==> config.mk <==
export PLATFORM = sky130hd
export DESIGN_NAME = ir_pulse_width_frame_decoder_unit
export DESIGN_NICKNAME = d
export VERILOG_FILES = /design/src/rtl/irpw_pkg.sv /design/src/rtl/irpw_fifo.sv /design/src/rtl/irpw_front.sv /design/src/rtl/irpw_back.sv /design/src/rtl/ir_pulse_width_frame_decoder_unit.sv
export VERILOG_INCLUDE_DIRS = /design/src /design/src/rtl
export SDC_FILE = /design/constraint.sdc
export NUM_CORES = 1
export LEC_CHECK = 0
export ABC_AREA = 1
export BUFFER_PORTS_ARGS = -buffer_cell sky130_fd_sc_hd__buf_4
export CORE_MARGIN = 3
export CORE_UTILIZATION = 51
export DETAILED_ROUTE_END_ITERATION = 16
export GPL_TIMING_DRIVEN = 0
export PLACE_DENSITY = 0.67
export SLEW_MARGIN = 20
export SYNTH_ARGS = -nofsm -noshare
export SYNTH_HDL_FRONTEND = slang
export SYNTH_SLANG_ARGS = --single-unit
==> constraint.sdc <==
create_clock -name clk -period 4.7 [get_ports clk]
set_clock_uncertainty 0.2 [all_clocks]
set_input_delay 0.47 -clock clk [delete_from_list [all_inputs] [get_ports clk]]
set_output_delay 0.47 -clock clk [all_outputs]
set_load 0.01 [all_outputs]
==> src/rtl/assert_macros.svh <==
// Assertion macros shared by the IR pulse-width frame decoder RTL.
// No dependencies; included by the modules that carry assertions.
`ifndef ASSERT_MACROS_SVH
`define ASSERT_MACROS_SVH

// Property must hold at every rising clock edge outside reset.
`define ASSERT_AT(label, clk, rst_n, prop, msg) \
    label: assert property (@(posedge clk) disable iff (!rst_n) prop) \
        else $error(msg);

// Expression must never be true at a rising clock edge outside reset.
`define ASSERT_NEVER(label, clk, rst_n, expr, msg) \
    label: assert property (@(posedge clk) disable iff (!rst_n) !(expr)) \
        else $error(msg);

`endif

==> src/rtl/irpw_pkg.sv <==
// Shared types and constants for the IR pulse-width frame decoder.
// No dependencies; used by the front end, back end and top level.
package irpw_pkg;

    // Field widths
    localparam int TIME_W  = 14;
    localparam int CODE_W  = 2;
    localparam int PHASE_W = 2;
    localparam int CFG_IDX_W = 3;

    // Queue depths
    localparam int TOK_FIFO_DEPTH = 4;
    localparam int RES_FIFO_DEPTH = 2;

    // Configuration register indexes
    localparam logic [CFG_IDX_W-1:0] CFG_ZERO_MIN = 3'd0;
    localparam logic [CFG_IDX_W-1:0] CFG_ZERO_MAX = 3'd1;
    localparam logic [CFG_IDX_W-1:0] CFG_ONE_MIN  = 3'd2;
    localparam logic [CFG_IDX_W-1:0] CFG_ONE_MAX  = 3'd3;
    localparam logic [CFG_IDX_W-1:0] CFG_HEAD_MIN = 3'd4;
    localparam logic [CFG_IDX_W-1:0] CFG_HEAD_MAX = 3'd5;

    // Frame machine phases
    localparam logic [PHASE_W-1:0] PH_WAIT = 2'd0;
    localparam logic [PHASE_W-1:0] PH_BIT0 = 2'd1;
    localparam logic [PHASE_W-1:0] PH_BIT1 = 2'd2;
    localparam logic [PHASE_W-1:0] PH_PAR  = 2'd3;

    // Classified logic pulse handed from front end to back end
    typedef struct packed {
        logic marker;   // header marker precedes this pulse
        logic bit_val;  // 0 = logic zero window, 1 = logic one window
        logic head;     // interval also lies in the header window
    } token_t;

    // Decoded frame
    typedef struct packed {
        logic [CODE_W-1:0] key_code;
        logic              parity_error;
    } result_t;

endpackage

==> src/rtl/irpw_fifo.sv <==
// Small generic register queue with push/full and pop/empty sides.
// No package dependency; includes assert_macros.svh.
`include "assert_macros.svh"

module irpw_fifo #(
    parameter int WIDTH = 8,
    parameter int DEPTH = 4
) (
    input  logic             clk,
    input  logic             rst_n,
    input  logic             push,
    input  logic [WIDTH-1:0] wr_data,
    output logic             full,
    input  logic             pop,
    output logic [WIDTH-1:0] rd_data,
    output logic             empty
);

    localparam int PTR_W = (DEPTH > 1) ? $clog2(DEPTH) : 1;
    localparam int CNT_W = $clog2(DEPTH + 1);
    localparam logic [PTR_W-1:0] LAST_PTR = PTR_W'(DEPTH - 1);
    localparam logic [CNT_W-1:0] DEPTH_CNT = CNT_W'(DEPTH);

    logic [WIDTH-1:0] mem_reg [DEPTH];
    logic [PTR_W-1:0] wr_ptr_reg, wr_ptr_next;
    logic [PTR_W-1:0] rd_ptr_reg, rd_ptr_next;
    logic [CNT_W-1:0] count_reg, count_next;
    logic             do_push, do_pop;

    assign full    = (count_reg == DEPTH_CNT);
    assign empty   = (count_reg == '0);
    assign do_push = push && !full;
    assign do_pop  = pop && !empty;
    assign rd_data = mem_reg[rd_ptr_reg];

    // Pointer and occupancy update
    always_comb
    begin
        wr_ptr_next = wr_ptr_reg;
        rd_ptr_next = rd_ptr_reg;
        count_next  = count_reg;
        if (do_push)
        begin
            wr_ptr_next = (wr_ptr_reg == LAST_PTR) ? '0 : wr_ptr_reg + 1'b1;
        end
        if (do_pop)
        begin
            rd_ptr_next = (rd_ptr_reg == LAST_PTR) ? '0 : rd_ptr_reg + 1'b1;
        end
        if (do_push && !do_pop)
        begin
            count_next = count_reg + 1'b1;
        end
        else if (do_pop && !do_push)
        begin
            count_next = count_reg - 1'b1;
        end
    end

    always_ff @(posedge clk or negedge rst_n)
    begin
        if (!rst_n)
        begin
            wr_ptr_reg <= '0;
            rd_ptr_reg <= '0;
            count_reg  <= '0;
        end
        else
        begin
            wr_ptr_reg <= wr_ptr_next;
            rd_ptr_reg <= rd_ptr_next;
            count_reg  <= count_next;
        end
    end

    // Storage, no reset
    always_ff @(posedge clk)
    begin
        if (do_push)
        begin
            mem_reg[wr_ptr_reg] <= wr_data;
        end
    end

    `ASSERT_NEVER(a_count_bound, clk, rst_n, count_reg > DEPTH_CNT, "queue count over depth")
    `ASSERT_AT(a_count_step, clk, rst_n, (do_push && !do_pop) |=> (count_reg == $past(count_reg) + 1'b1), "queue count did not advance on push")

endmodule

==> src/rtl/irpw_front.sv <==
// Front end: window registers, interval computation and pulse classification.
// Depends on irpw_pkg; includes assert_macros.svh.
`include "assert_macros.svh"

module irpw_front #(
    parameter int TIME_WRAP_US = 10000
) (
    input  logic                                clk,
    input  logic                                rst_n,
    input  logic                                cfg_wr_en,
    input  logic [irpw_pkg::CFG_IDX_W-1:0]      cfg_index,
    input  logic [irpw_pkg::TIME_W-1:0]         cfg_data,
    input  logic                                push,
    input  logic [irpw_pkg::TIME_W-1:0]         edge_time_us,
    input  logic                                tok_full,
    output logic                                tok_push,
    output irpw_pkg::token_t                    tok_data
);

    localparam int TW = irpw_pkg::TIME_W;
    localparam logic [TW:0] WRAP_W = (TW + 1)'(TIME_WRAP_US);

    logic [TW-1:0] zero_min_reg, zero_max_reg;
    logic [TW-1:0] one_min_reg, one_max_reg;
    logic [TW-1:0] head_min_reg, head_max_reg;
    logic [TW-1:0] last_edge_reg, last_edge_next;
    logic          armed_reg, armed_next;

    logic          accept;
    logic [TW:0]   wrapped_sum;
    logic [TW-1:0] ival;
    logic          ival_ok;
    logic          is_zero, is_one, is_head, is_logic;

    function automatic logic in_win(input logic [TW-1:0] v, input logic [TW-1:0] lo,
                                    input logic [TW-1:0] hi);
        return (v >= lo) && (v <= hi);
    endfunction

    assign accept = push && !tok_full;

    // Interval since last edge, wrapping once at TIME_WRAP_US
    always_comb
    begin
        wrapped_sum = {1'b0, edge_time_us} + WRAP_W;
        if (edge_time_us >= last_edge_reg)
        begin
            ival    = edge_time_us - last_edge_reg;
            ival_ok = 1'b1;
        end
        else
        begin
            ival    = TW'(wrapped_sum - {1'b0, last_edge_reg});
            ival_ok = (wrapped_sum >= {1'b0, last_edge_reg});
        end
    end

    // Window tests; zero wins over one
    assign is_zero  = ival_ok && in_win(ival, zero_min_reg, zero_max_reg);
    assign is_one   = ival_ok && in_win(ival, one_min_reg, one_max_reg);
    assign is_head  = ival_ok && in_win(ival, head_min_reg, head_max_reg);
    assign is_logic = is_zero || is_one;

    assign tok_push         = accept && is_logic;
    assign tok_data.marker  = armed_reg;
    assign tok_data.bit_val = !is_zero;
    assign tok_data.head    = is_head;

    // Header arming and last edge tracking
    always_comb
    begin
        last_edge_next = last_edge_reg;
        armed_next     = armed_reg;
        if (accept)
        begin
            last_edge_next = edge_time_us;
            if (is_logic)
            begin
                armed_next = 1'b0;
            end
            else
            begin
                armed_next = is_head;
            end
        end
    end

    always_ff @(posedge clk or negedge rst_n)
    begin
        if (!rst_n)
        begin
            last_edge_reg <= '0;
            armed_reg     <= 1'b0;
        end
        else
        begin
            last_edge_reg <= last_edge_next;
            armed_reg     <= armed_next;
        end
    end

    // Window configuration registers
    always_ff @(posedge clk or negedge rst_n)
    begin
        if (!rst_n)
        begin
            zero_min_reg <= '0;
            zero_max_reg <= '0;
            one_min_reg  <= '0;
            one_max_reg  <= '0;
            head_min_reg <= '0;
            head_max_reg <= '0;
        end
        else if (cfg_wr_en)
        begin
            case (cfg_index)
                irpw_pkg::CFG_ZERO_MIN: zero_min_reg <= cfg_data;
                irpw_pkg::CFG_ZERO_MAX: zero_max_reg <= cfg_data;
                irpw_pkg::CFG_ONE_MIN:  one_min_reg  <= cfg_data;
                irpw_pkg::CFG_ONE_MAX:  one_max_reg  <= cfg_data;
                irpw_pkg::CFG_HEAD_MIN: head_min_reg <= cfg_data;
                irpw_pkg::CFG_HEAD_MAX: head_max_reg <= cfg_data;
                default: ;
            endcase
        end
    end

    `ASSERT_NEVER(a_no_push_full, clk, rst_n, tok_push && tok_full, "token pushed into full queue")
    `ASSERT_AT(a_marker_clears, clk, rst_n, tok_push |=> !armed_reg, "header flag left armed after logic pulse")

endmodule

==> src/rtl/irpw_back.sv <==
// Back end: frame machine that assembles data bits and checks even parity.
// Depends on irpw_pkg; includes assert_macros.svh.
`include "assert_macros.svh"

module irpw_back (
    input  logic                 clk,
    input  logic                 rst_n,
    input  logic                 tok_empty,
    input  irpw_pkg::token_t     tok_data,
    output logic                 tok_pop,
    input  logic                 res_full,
    output logic                 res_push,
    output irpw_pkg::result_t    res_data
);

    logic [irpw_pkg::PHASE_W-1:0] phase_reg, phase_next, phase_mid;
    logic [irpw_pkg::CODE_W-1:0]  code_reg, code_next;

    // Take a token only when a result slot is free
    assign tok_pop = !tok_empty && !res_full;

    assign res_data.key_code     = code_reg;
    assign res_data.parity_error = (code_reg[0] ^ code_reg[1]) != tok_data.bit_val;

    // Header marker first, then the logic pulse itself
    always_comb
    begin
        phase_mid  = phase_reg;
        phase_next = phase_reg;
        code_next  = code_reg;
        res_push   = 1'b0;
        if (tok_data.marker)
        begin
            phase_mid = (phase_reg == irpw_pkg::PH_WAIT) ? irpw_pkg::PH_BIT0
                                                         : irpw_pkg::PH_WAIT;
        end
        if (tok_pop)
        begin
            case (phase_mid)
                irpw_pkg::PH_WAIT:
                begin
                    phase_next = tok_data.head ? irpw_pkg::PH_BIT0 : irpw_pkg::PH_WAIT;
                end
                irpw_pkg::PH_BIT0:
                begin
                    code_next[0] = tok_data.bit_val;
                    phase_next   = irpw_pkg::PH_BIT1;
                end
                irpw_pkg::PH_BIT1:
                begin
                    code_next[1] = tok_data.bit_val;
                    phase_next   = irpw_pkg::PH_PAR;
                end
                irpw_pkg::PH_PAR:
                begin
                    phase_next = irpw_pkg::PH_WAIT;
                    res_push   = 1'b1;
                end
                default:
                begin
                    phase_next = irpw_pkg::PH_WAIT;
                end
            endcase
        end
    end

    always_ff @(posedge clk or negedge rst_n)
    begin
        if (!rst_n)
        begin
            phase_reg <= irpw_pkg::PH_WAIT;
            code_reg  <= '0;
        end
        else
        begin
            phase_reg <= phase_next;
            code_reg  <= code_next;
        end
    end

    `ASSERT_NEVER(a_res_from_par, clk, rst_n, res_push && (phase_reg != irpw_pkg::PH_PAR), "result outside parity phase")
    `ASSERT_AT(a_bit1_follows, clk, rst_n, (tok_pop && !tok_data.marker && (phase_reg == irpw_pkg::PH_BIT0)) |=> (phase_reg == irpw_pkg::PH_BIT1), "data bit 0 did not advance frame")

endmodule

==> src/rtl/ir_pulse_width_frame_decoder_unit.sv <==
// A frame result is visible (empty low) once the frame machine has taken its parity token
// from the token queue and pushed the result into the result queue.
// Throughput: one edge per cycle unless full, classified in the accept cycle; back end runs
// the frame machine one token per cycle from a four-entry token queue unless res_full.
// Reset clears windows, last edge time, header flag, frame phase, code and both queues.
// Top level: front end, token queue, frame back end and result queue.
// Depends on irpw_pkg, irpw_front, irpw_fifo and irpw_back.
module ir_pulse_width_frame_decoder_unit #(
    parameter int TIME_WRAP_US = 10000
) (
    input  logic                              clk,
    input  logic                              rst_n,
    input  logic                              cfg_wr_en,
    input  logic [irpw_pkg::CFG_IDX_W-1:0]    cfg_index,
    input  logic [irpw_pkg::TIME_W-1:0]       cfg_data,
    input  logic                              push,
    output logic                              full,
    input  logic [irpw_pkg::TIME_W-1:0]       edge_time_us,
    input  logic                              pop,
    output logic                              empty,
    output logic [irpw_pkg::CODE_W-1:0]       key_code,
    output logic                              parity_error
);

    localparam int TOK_W = $bits(irpw_pkg::token_t);
    localparam int RES_W = $bits(irpw_pkg::result_t);

    irpw_pkg::token_t  tok_in, tok_out;
    irpw_pkg::result_t res_in, res_out;
    logic              tok_push, tok_full, tok_pop, tok_empty;
    logic              res_push, res_full;

    // Classification stage
    irpw_front #(
        .TIME_WRAP_US(TIME_WRAP_US)
    ) u_front (
        .clk         (clk),
        .rst_n       (rst_n),
        .cfg_wr_en   (cfg_wr_en),
        .cfg_index   (cfg_index),
        .cfg_data    (cfg_data),
        .push        (push),
        .edge_time_us(edge_time_us),
        .tok_full    (tok_full),
        .tok_push    (tok_push),
        .tok_data    (tok_in)
    );

    assign full = tok_full;

    // Token queue between front and back
    irpw_fifo #(
        .WIDTH(TOK_W),
        .DEPTH(irpw_pkg::TOK_FIFO_DEPTH)
    ) u_tok_fifo (
        .clk    (clk),
        .rst_n  (rst_n),
        .push   (tok_push),
        .wr_data(tok_in),
        .full   (tok_full),
        .pop    (tok_pop),
        .rd_data(tok_out),
        .empty  (tok_empty)
    );

    // Frame machine
    irpw_back u_back (
        .clk      (clk),
        .rst_n    (rst_n),
        .tok_empty(tok_empty),
        .tok_data (tok_out),
        .tok_pop  (tok_pop),
        .res_full (res_full),
        .res_push (res_push),
        .res_data (res_in)
    );

    // Result queue toward the consumer
    irpw_fifo #(
        .WIDTH(RES_W),
        .DEPTH(irpw_pkg::RES_FIFO_DEPTH)
    ) u_res_fifo (
        .clk    (clk),
        .rst_n  (rst_n),
        .push   (res_push),
        .wr_data(res_in),
        .full   (res_full),
        .pop    (pop),
        .rd_data(res_out),
        .empty  (empty)
    );

    assign key_code     = res_out.key_code;
    assign parity_error = res_out.parity_error;

endmodule
Word level (Yosys, flattened, before mapping)
Memories as Yosys holds them, arrays and structs flattened.
Cells that the tools add are included.
Storage, ports and cells
  flip-flop bits (word level): 114
  bits in writable memories: 18
  input bits: 36
  output and inout bits: 5
  memories: 2
Cells by class
  add/sub/neg operators: 11
  $lt $le $gt $ge: 8
  equality and inequality tests: 13
  muxes and demuxes: 21
  bitwise operators: 1
  reduce and logical (&&, ||, !) cells: 42
Memories
  u_tok_fifo.mem_reg: words 4, width 3, read ports 1, clocked after memory_dff 0, wr ports 1, line irpw_fifo.sv:24  | logic [WIDTH-1:0] mem_reg [DEPTH];
  u_res_fifo.mem_reg: words 2, width 3, read ports 1, clocked after memory_dff 0, wr ports 1, line irpw_fifo.sv:24
Operators by type and width (count)
  >= comparator 14 bit: 4
  less-or-equal comparator 14 bit: 3
  subtractor 14 bit: 2
  logical AND 1 bit: 17
  AND reduction 2 bit: 8
  adder 14 x 14 -> 15 bit (second input constant): 1
  >= comparator 15 x 14 -> 1 bit: 1
  two-way mux 14 bit: 1
  two-way mux 1 bit: 12
  == test 2 bit (second input constant): 5
  two-way mux 2 bit: 5
  == test 3 bit (second input constant): 3
  logical NOT 1 bit: 9
  one-hot mux 2 bit (4 select lines): 1
  adder 2 x 1 -> 2 bit (second input constant): 3
  == test 3 x 2 -> 1 bit (second input constant): 2
  logical NOT 2 bit: 3
  logical NOT 3 bit: 2
  two-way mux 3 bit: 2
  nonzero test 2 bit: 2
  adder 3 x 1 -> 3 bit (second input constant): 1
  == test 3 x 1 -> 1 bit (second input constant): 1
  subtractor 3 x 1 -> 3 bit (second input constant): 1
  adder 1 bit (second input constant): 2
  5 further kinds: 5

Longest topological paths before layout
  word-level depth: 13
  mapped depth: 36
  depth with buffers taken out: 36

By module
Synthesis repeated with hierarchy kept, for this count alone.
Second synthesis, totals
  cell total of the unflattened synthesis: 1232
  area total of the unflattened synthesis: 9265.1 sq um
Modules (own cells, without submodules)
  irpw_front: instances 1, cells an instance 1054, area an instance 7601.0 sq um, seq. area each 2477.4 sq um
  irpw_fifo at u_tok_fifo: instances 1, cells an instance 95, area an instance 949.7 sq um, seq. area each 535.5 sq um
  irpw_fifo at u_res_fifo: instances 1, cells an instance 47, area an instance 447.9 sq um, seq. area each 280.3 sq um
  irpw_back: instances 1, cells an instance 36, area an instance 266.5 sq um, seq. area each 100.1 sq um

Worst setup path before layout
No wires, ideal clock.
  kind: input-to-reg
  start: in edge_time_us[4] in the netlist's numbering
  end: reg u_tok_fifo.count_reg[2]
  data arrival time: 4292 ps
  required time: 4369 ps
  slack: 77 ps
  stages on the path: 32
  path buffers: 0
  cells stage by stage: inv_1 -> nor2_1 -> a21oi_1 -> nand3b_1 -> xnor2_1 -> inv_1 -> ha_1 -> nand2_1 -> nor4_1 -> nand2_1 -> nand3_1 -> nand2_1 -> o22ai_1 -> inv_1 -> ha_1 -> nand2_1 -> nor2_1 -> nor3b_1 -> nand2_1 -> nand3_1 -> nand2_1 -> inv_1 -> nand2_2 -> nand2_2 -> nand2_4 -> inv_1 -> ha_1 -> inv_1 -> fa_1 -> a21oi_1 -> o21ai_0 -> xor2_1
Between the ends
  word-level cells in the longest chain between the ends: 12
  elaborated cells between the ends (all ways): 23
  those cells by class: add/sub (3); order compare (6); mux (3); reduce/logical (11)
Ends and longest elaborated chain
  start: declaration: line ir_pulse_width_frame_decoder_unit.sv:18  | input logic [irpw_pkg::TIME_W-1:0] edge_time_us,
  adder 14 x 14 -> 15 bit: line irpw_front.sv:45  | wrapped_sum = {1'b0, edge_time_us} + WRAP_W;
  subtractor 14 bit: line irpw_front.sv:53  | ival = TW'(wrapped_sum - {1'b0, last_edge_reg});
  two-way mux 14 bit: line irpw_front.sv:46  | if (edge_time_us >= last_edge_reg)
  >= comparator 14 bit or less-or-equal comparator 14 bit (tied branches): line irpw_front.sv:37  | return (v >= lo) && (v <= hi);
  logical AND 1 bit: line irpw_front.sv:37
  logical AND 1 bit, on equally long branches: line irpw_front.sv:59, irpw_front.sv:60
  logical OR 1 bit *: line irpw_front.sv:62  | assign is_logic = is_zero || is_one;
  logical AND 1 bit *: line irpw_front.sv:64  | assign tok_push = accept && is_logic;
  logical AND 1 bit *: line irpw_fifo.sv:32  | assign do_push = push && !full;
  via u_tok_fifo.do_push: line irpw_fifo.sv:28  | logic do_push, do_pop;
  logical NOT 1 bit: line irpw_fifo.sv:54  | else if (do_pop && !do_push)
  logical AND 1 bit: line irpw_fifo.sv:54
  nonzero test 2 bit (no source line)
  end signal: assignment: line irpw_fifo.sv:72  | count_reg <= count_next;
  end: declaration: line irpw_fifo.sv:27  | logic [CNT_W-1:0] count_reg, count_next;
Mark *: on every way through the listed nets, which the timed path passes. The rest lies on a longest branch.
A chain may end at the register's enable or synchronous reset.

Worst setup path in the final report
  start: reg u_front.last_edge_reg[0]
  end: reg u_tok_fifo.count_reg[2]
Between the ends
  word-level cells in the longest chain between the ends: 11
  elaborated cells between the ends (all ways): 22
  those cells by class: add/sub (2); order compare (6); mux (3); reduce/logical (11)
Ends and longest elaborated chain
  start: declaration: line irpw_front.sv:26  | logic [TW-1:0] last_edge_reg, last_edge_next;
  start signal: assignment: line irpw_front.sv:97  | last_edge_reg <= last_edge_next;
  subtractor 14 bit (tied with other cells): line irpw_front.sv:53
  two-way mux 14 bit: line irpw_front.sv:46
  >= comparator 14 bit or less-or-equal comparator 14 bit (tied branches): line irpw_front.sv:37
  logical AND 1 bit: line irpw_front.sv:37
  logical AND 1 bit, on equally long branches: line irpw_front.sv:59, irpw_front.sv:60
  logical OR 1 bit *: line irpw_front.sv:62
  logical AND 1 bit *: line irpw_front.sv:64
  logical AND 1 bit *: line irpw_fifo.sv:32
  via u_tok_fifo.do_push: line irpw_fifo.sv:28
  logical NOT 1 bit: line irpw_fifo.sv:54
  logical AND 1 bit: line irpw_fifo.sv:54
  nonzero test 2 bit (no source line)
Marked as above.

==> flow_summary.json <==
{
  "vias": 7646,
  "status": "finished, final reports clean",
  "drt_wl_total_mm": 21.9,
  "p_clk_share_pct": 17.1,
  "p_int_mw": 4.00,
  "synth.area.top_cells": "dfrtp_1 32%, ha_1 17%, nand2_1 12%, inv_1 8.4%, o21ai_0 7.5%",
  "crit_cells": 32,
  "synth_area_leader_cell": "dfrtp_1",
  "yosysSeqAreaShare_pct": 38.1,
  "synth_top_family_by_area": "simple AND/OR/NAND/NOR gates",
  "die_w_um": 138,
  "grt_max_degree": 62,
  "maxSlewViolCount": 0,
  "r2r_setup_slack_ns": 0.10,
  "cts_buffer_depth": 2,
  "crit_required_ns": 4.81,
  "hp-class": "input pin to flop",
  "hold_viol": 0,
  "synth_fa_ha_area_share_pct": 17.3,
  "cpPeakStageDelay_ns": 0.40,
  "fin_area_mm2": 0.0108,
  "synth_edf_count": 18,
  "cts_max_level": 4,
  "antenna_left": 0,
  "synth-compound-area-share_pct": 13.6,
  "die_area_mm2": 0.0191,
  "pwr-share-seq_pct": 22.7,
  "worstMarginPinSlew_ns": 0.697,
  "layout_common_cells": "269 x nand2_1, 186 x inv_1, 121 x o21ai_0, 114 x dfrtp_1, 99 x ha_1",
  "coreArea_mm2": 0.0168,
  "ys_warn_count": 0,
  "dr.pass1.iters": 5,
  "worstSetupPathType": "flop to flop",
  "clk_pin_slew_ns": 0.06,
  "cts_root_buf": "clkbuf_16",
  "power_frac_comb_pct": 60.2,
  "drc": 0,
  "cpMostUsedCell": "nand2_1",
  "critPathBufInv": 6,
  "p_switching_mw": 3.24,
  "io-pin-count": 41,
  "synthXorXnorAreaFrac_pct": 2.85,
  "syn-num-nets": 1295,
  "worst-r2r-cell-count": 32,
  "finalSetupViolations": 0,
  "power.share.switching_pct": 44.7,
  "rows": 47,
  "synth_top_area_share_pct": 32.1,
  "crit_slowest_cell": "fa_2",
  "synthArstFlopShare_pct": 86.4,
  "fin_crit_ns": 4.60,
  "ys_seq_elements": 132,
  "finalNonFillerCells": 1457,
  "cts_sinks": 132,
  "diodes": 0,
  "areaGrowthSynthToFinish_pct": 21.7,
  "drive_gt1_share_pct": 16.3,
  "drt_iter0_markers": 448,
  "placed_cells": 1398,
  "synth-simple-area-share_pct": 18.7,
  "rsz0062_at_grt": "true",
  "synthMuxAreaShare_pct": 0,
  "grt_pass1_wl_mm": 35.4,
  "cp-start-kind": "flop",
  "crit_family": "simple AND/OR/NAND/NOR gates",
  "crit_end": "u_tok_fifo.count_reg[2]$_DFFE_PN0P_",
  "antenna_found_initial": 0,
  "dp_hpwl_mm": 15.8,
  "grt_util_all_layers_pct": 22.7,
  "numCtsBuffers": 17,
  "numPortBuffers": 40,
  "final_common_cell": "nand2_1",
  "routed_via_density": 5.25,
  "worst_ep_arrival_time_ns": 4.70,
  "whs_ns": 0.0704,
  "syn_area_per_cell_um2": 7.83,
  "startpoint": "u_front.last_edge_reg[0]$_DFFE_PN0P_",
  "finalSetupTns_ns": 0,
  "rr_startpoint": "u_front.last_edge_reg[0]$_DFFE_PN0P_",
  "powerDensity_mw_per_mm2": 669,
  "syn-instance-count": 1137,
  "drv_cap": 0,
  "chipHeight_um": 138,
  "cp_max_fo": 5,
  "synthFlopType": "dfrtp_1",
  "critPathCaptureType": "flop",
  "cts_tree": "done",
  "ys_types": 38,
  "start_util_pct": 52.9,
  "finalCritPeriodShare_pct": 97.8,
  "fmax_mhz": 218,
  "placed_cell_area_mm2": 0.00951,
  "wl_per_cell_um": 15.1,
  "nets": 1382,
  "overflow": 0,
  "synth_area_mm2": 0.00890,
  "grt_pass1_vias": 7061,
  "gp_congestion": 0.844,
  "slew_headroom_pct": 53.4,
  "r2r_end": "u_tok_fifo.count_reg[2]$_DFFE_PN0P_",
  "clkLatencyLatePin_ns": 0.43,
  "irDropWorstVdd_mv": 0.385,
  "leakage_nw": 5.42
}
## cell type report
class                           count  area [µm²]
Tap cell                          220         275
Clock inverter                     14         115
Timing Repair inverter              1        5.00
Inverter                          201         767
Fill cell                        1445        5990
Clock buffer                       18         429
Sequential cell                   132        3390
Buffer                             18        90.1
Timing Repair Buffer               67         559
Multi-Input combinational cell    786        5190
## how the worst min path moves through the flow
stage	cells past startpoint	endpoint	slack, ns	start
4_1_cts	3	u_front.last_edge_reg[2]$_DFFE_PN0P_	0.06	edge_time_us[2]
3_5_place_dp	1	u_front.head_max_reg[2]$_DFFE_PN0P_	0.26	rst_n
2_1_floorplan	0	u_back.code_reg[0]$_DFFE_PN0P_	-0.03	rst_n
3_3_place_gp	2	u_front.one_max_reg[3]$_DFFE_PN0P_	0.27	u_front.one_max_reg[3]$_DFFE_PN0P_
6_report	3	u_front.last_edge_reg[2]$_DFFE_PN0P_	0.07	edge_time_us[2]
5_1_grt	3	u_front.last_edge_reg[2]$_DFFE_PN0P_	0.07	edge_time_us[2]
## synthesized netlist by cell type (all sizes together) (10+ instances only)
cell	n
clkbuf	15
xnor2	14
nand3	33
nor2	62
dfrtp	114
edfxtp	18
nand2	288
xor2	15
nand4	10
o21bai	11
inv	201
o21ai	135
ha	120
nor3	12
a21oi	64
## power by group through the flow
stage	Sequential (mW)	Clock [mW]	Combinational, mW
3_3_place_gp	1.65	0	3.37
2_1_floorplan	1.62	0	2.63
5_1_grt	1.67	1.32	4.97
6_report	1.64	1.24	4.36
3_5_place_dp	1.65	0	3.50
4_1_cts	1.64	1.26	3.70
## metal layers
layer / wire (µm) / vias to the layer above / global-route usage [%]
li1: - / 3855 / -
met1: 10400 / 3586 / 32.8
met2: 10200 / 168 / 35.7
met3: 989 / 37 / 4.28
met4: 339 / 0 / 5.41
met5: 0 / - / 0
## worst min-delay path, cell delays in order
cell     delay [ns]
buf_4          0.09
nand2_1        0.04
o21ai_0        0.05
## stage by stage
stage | power, mW | utilization [%] | worst slack [ns]
floorplan | 4.25 | - | 0.0771
CTS | 6.60 | 60.9 | 0.00963
finish | 7.24 | 64.4 | 0.105
global route | 7.96 | 64.4 | -0.130
global placement | 5.03 | 56.3 | -0.814
detailed placement | 5.15 | 56.5 | -0.821
## kinds of logic (layout without fill, tap and decap cells)
logic type | count (synthesis) | in the layout
adders and majority gates | 122 | 122
and+or+nand+nor | 409 | 409
xor gates and xnor gates | 29 | 29
buffers and inverters | 219 | 319
AOI/OAI and AO/OA | 226 | 226
DFF | 132 | 132
## what timing repair did
item	in CTS	in global routing
pin swaps	10	30
resized for setup	27	101
setup buffers	8	16
endpoints found under the setup margin	2	2
hold endpoints to repair	53	0
gates cloned	0	2
hold buffers	1	0
No activity file was read; power rests on OpenSTA's default activity.
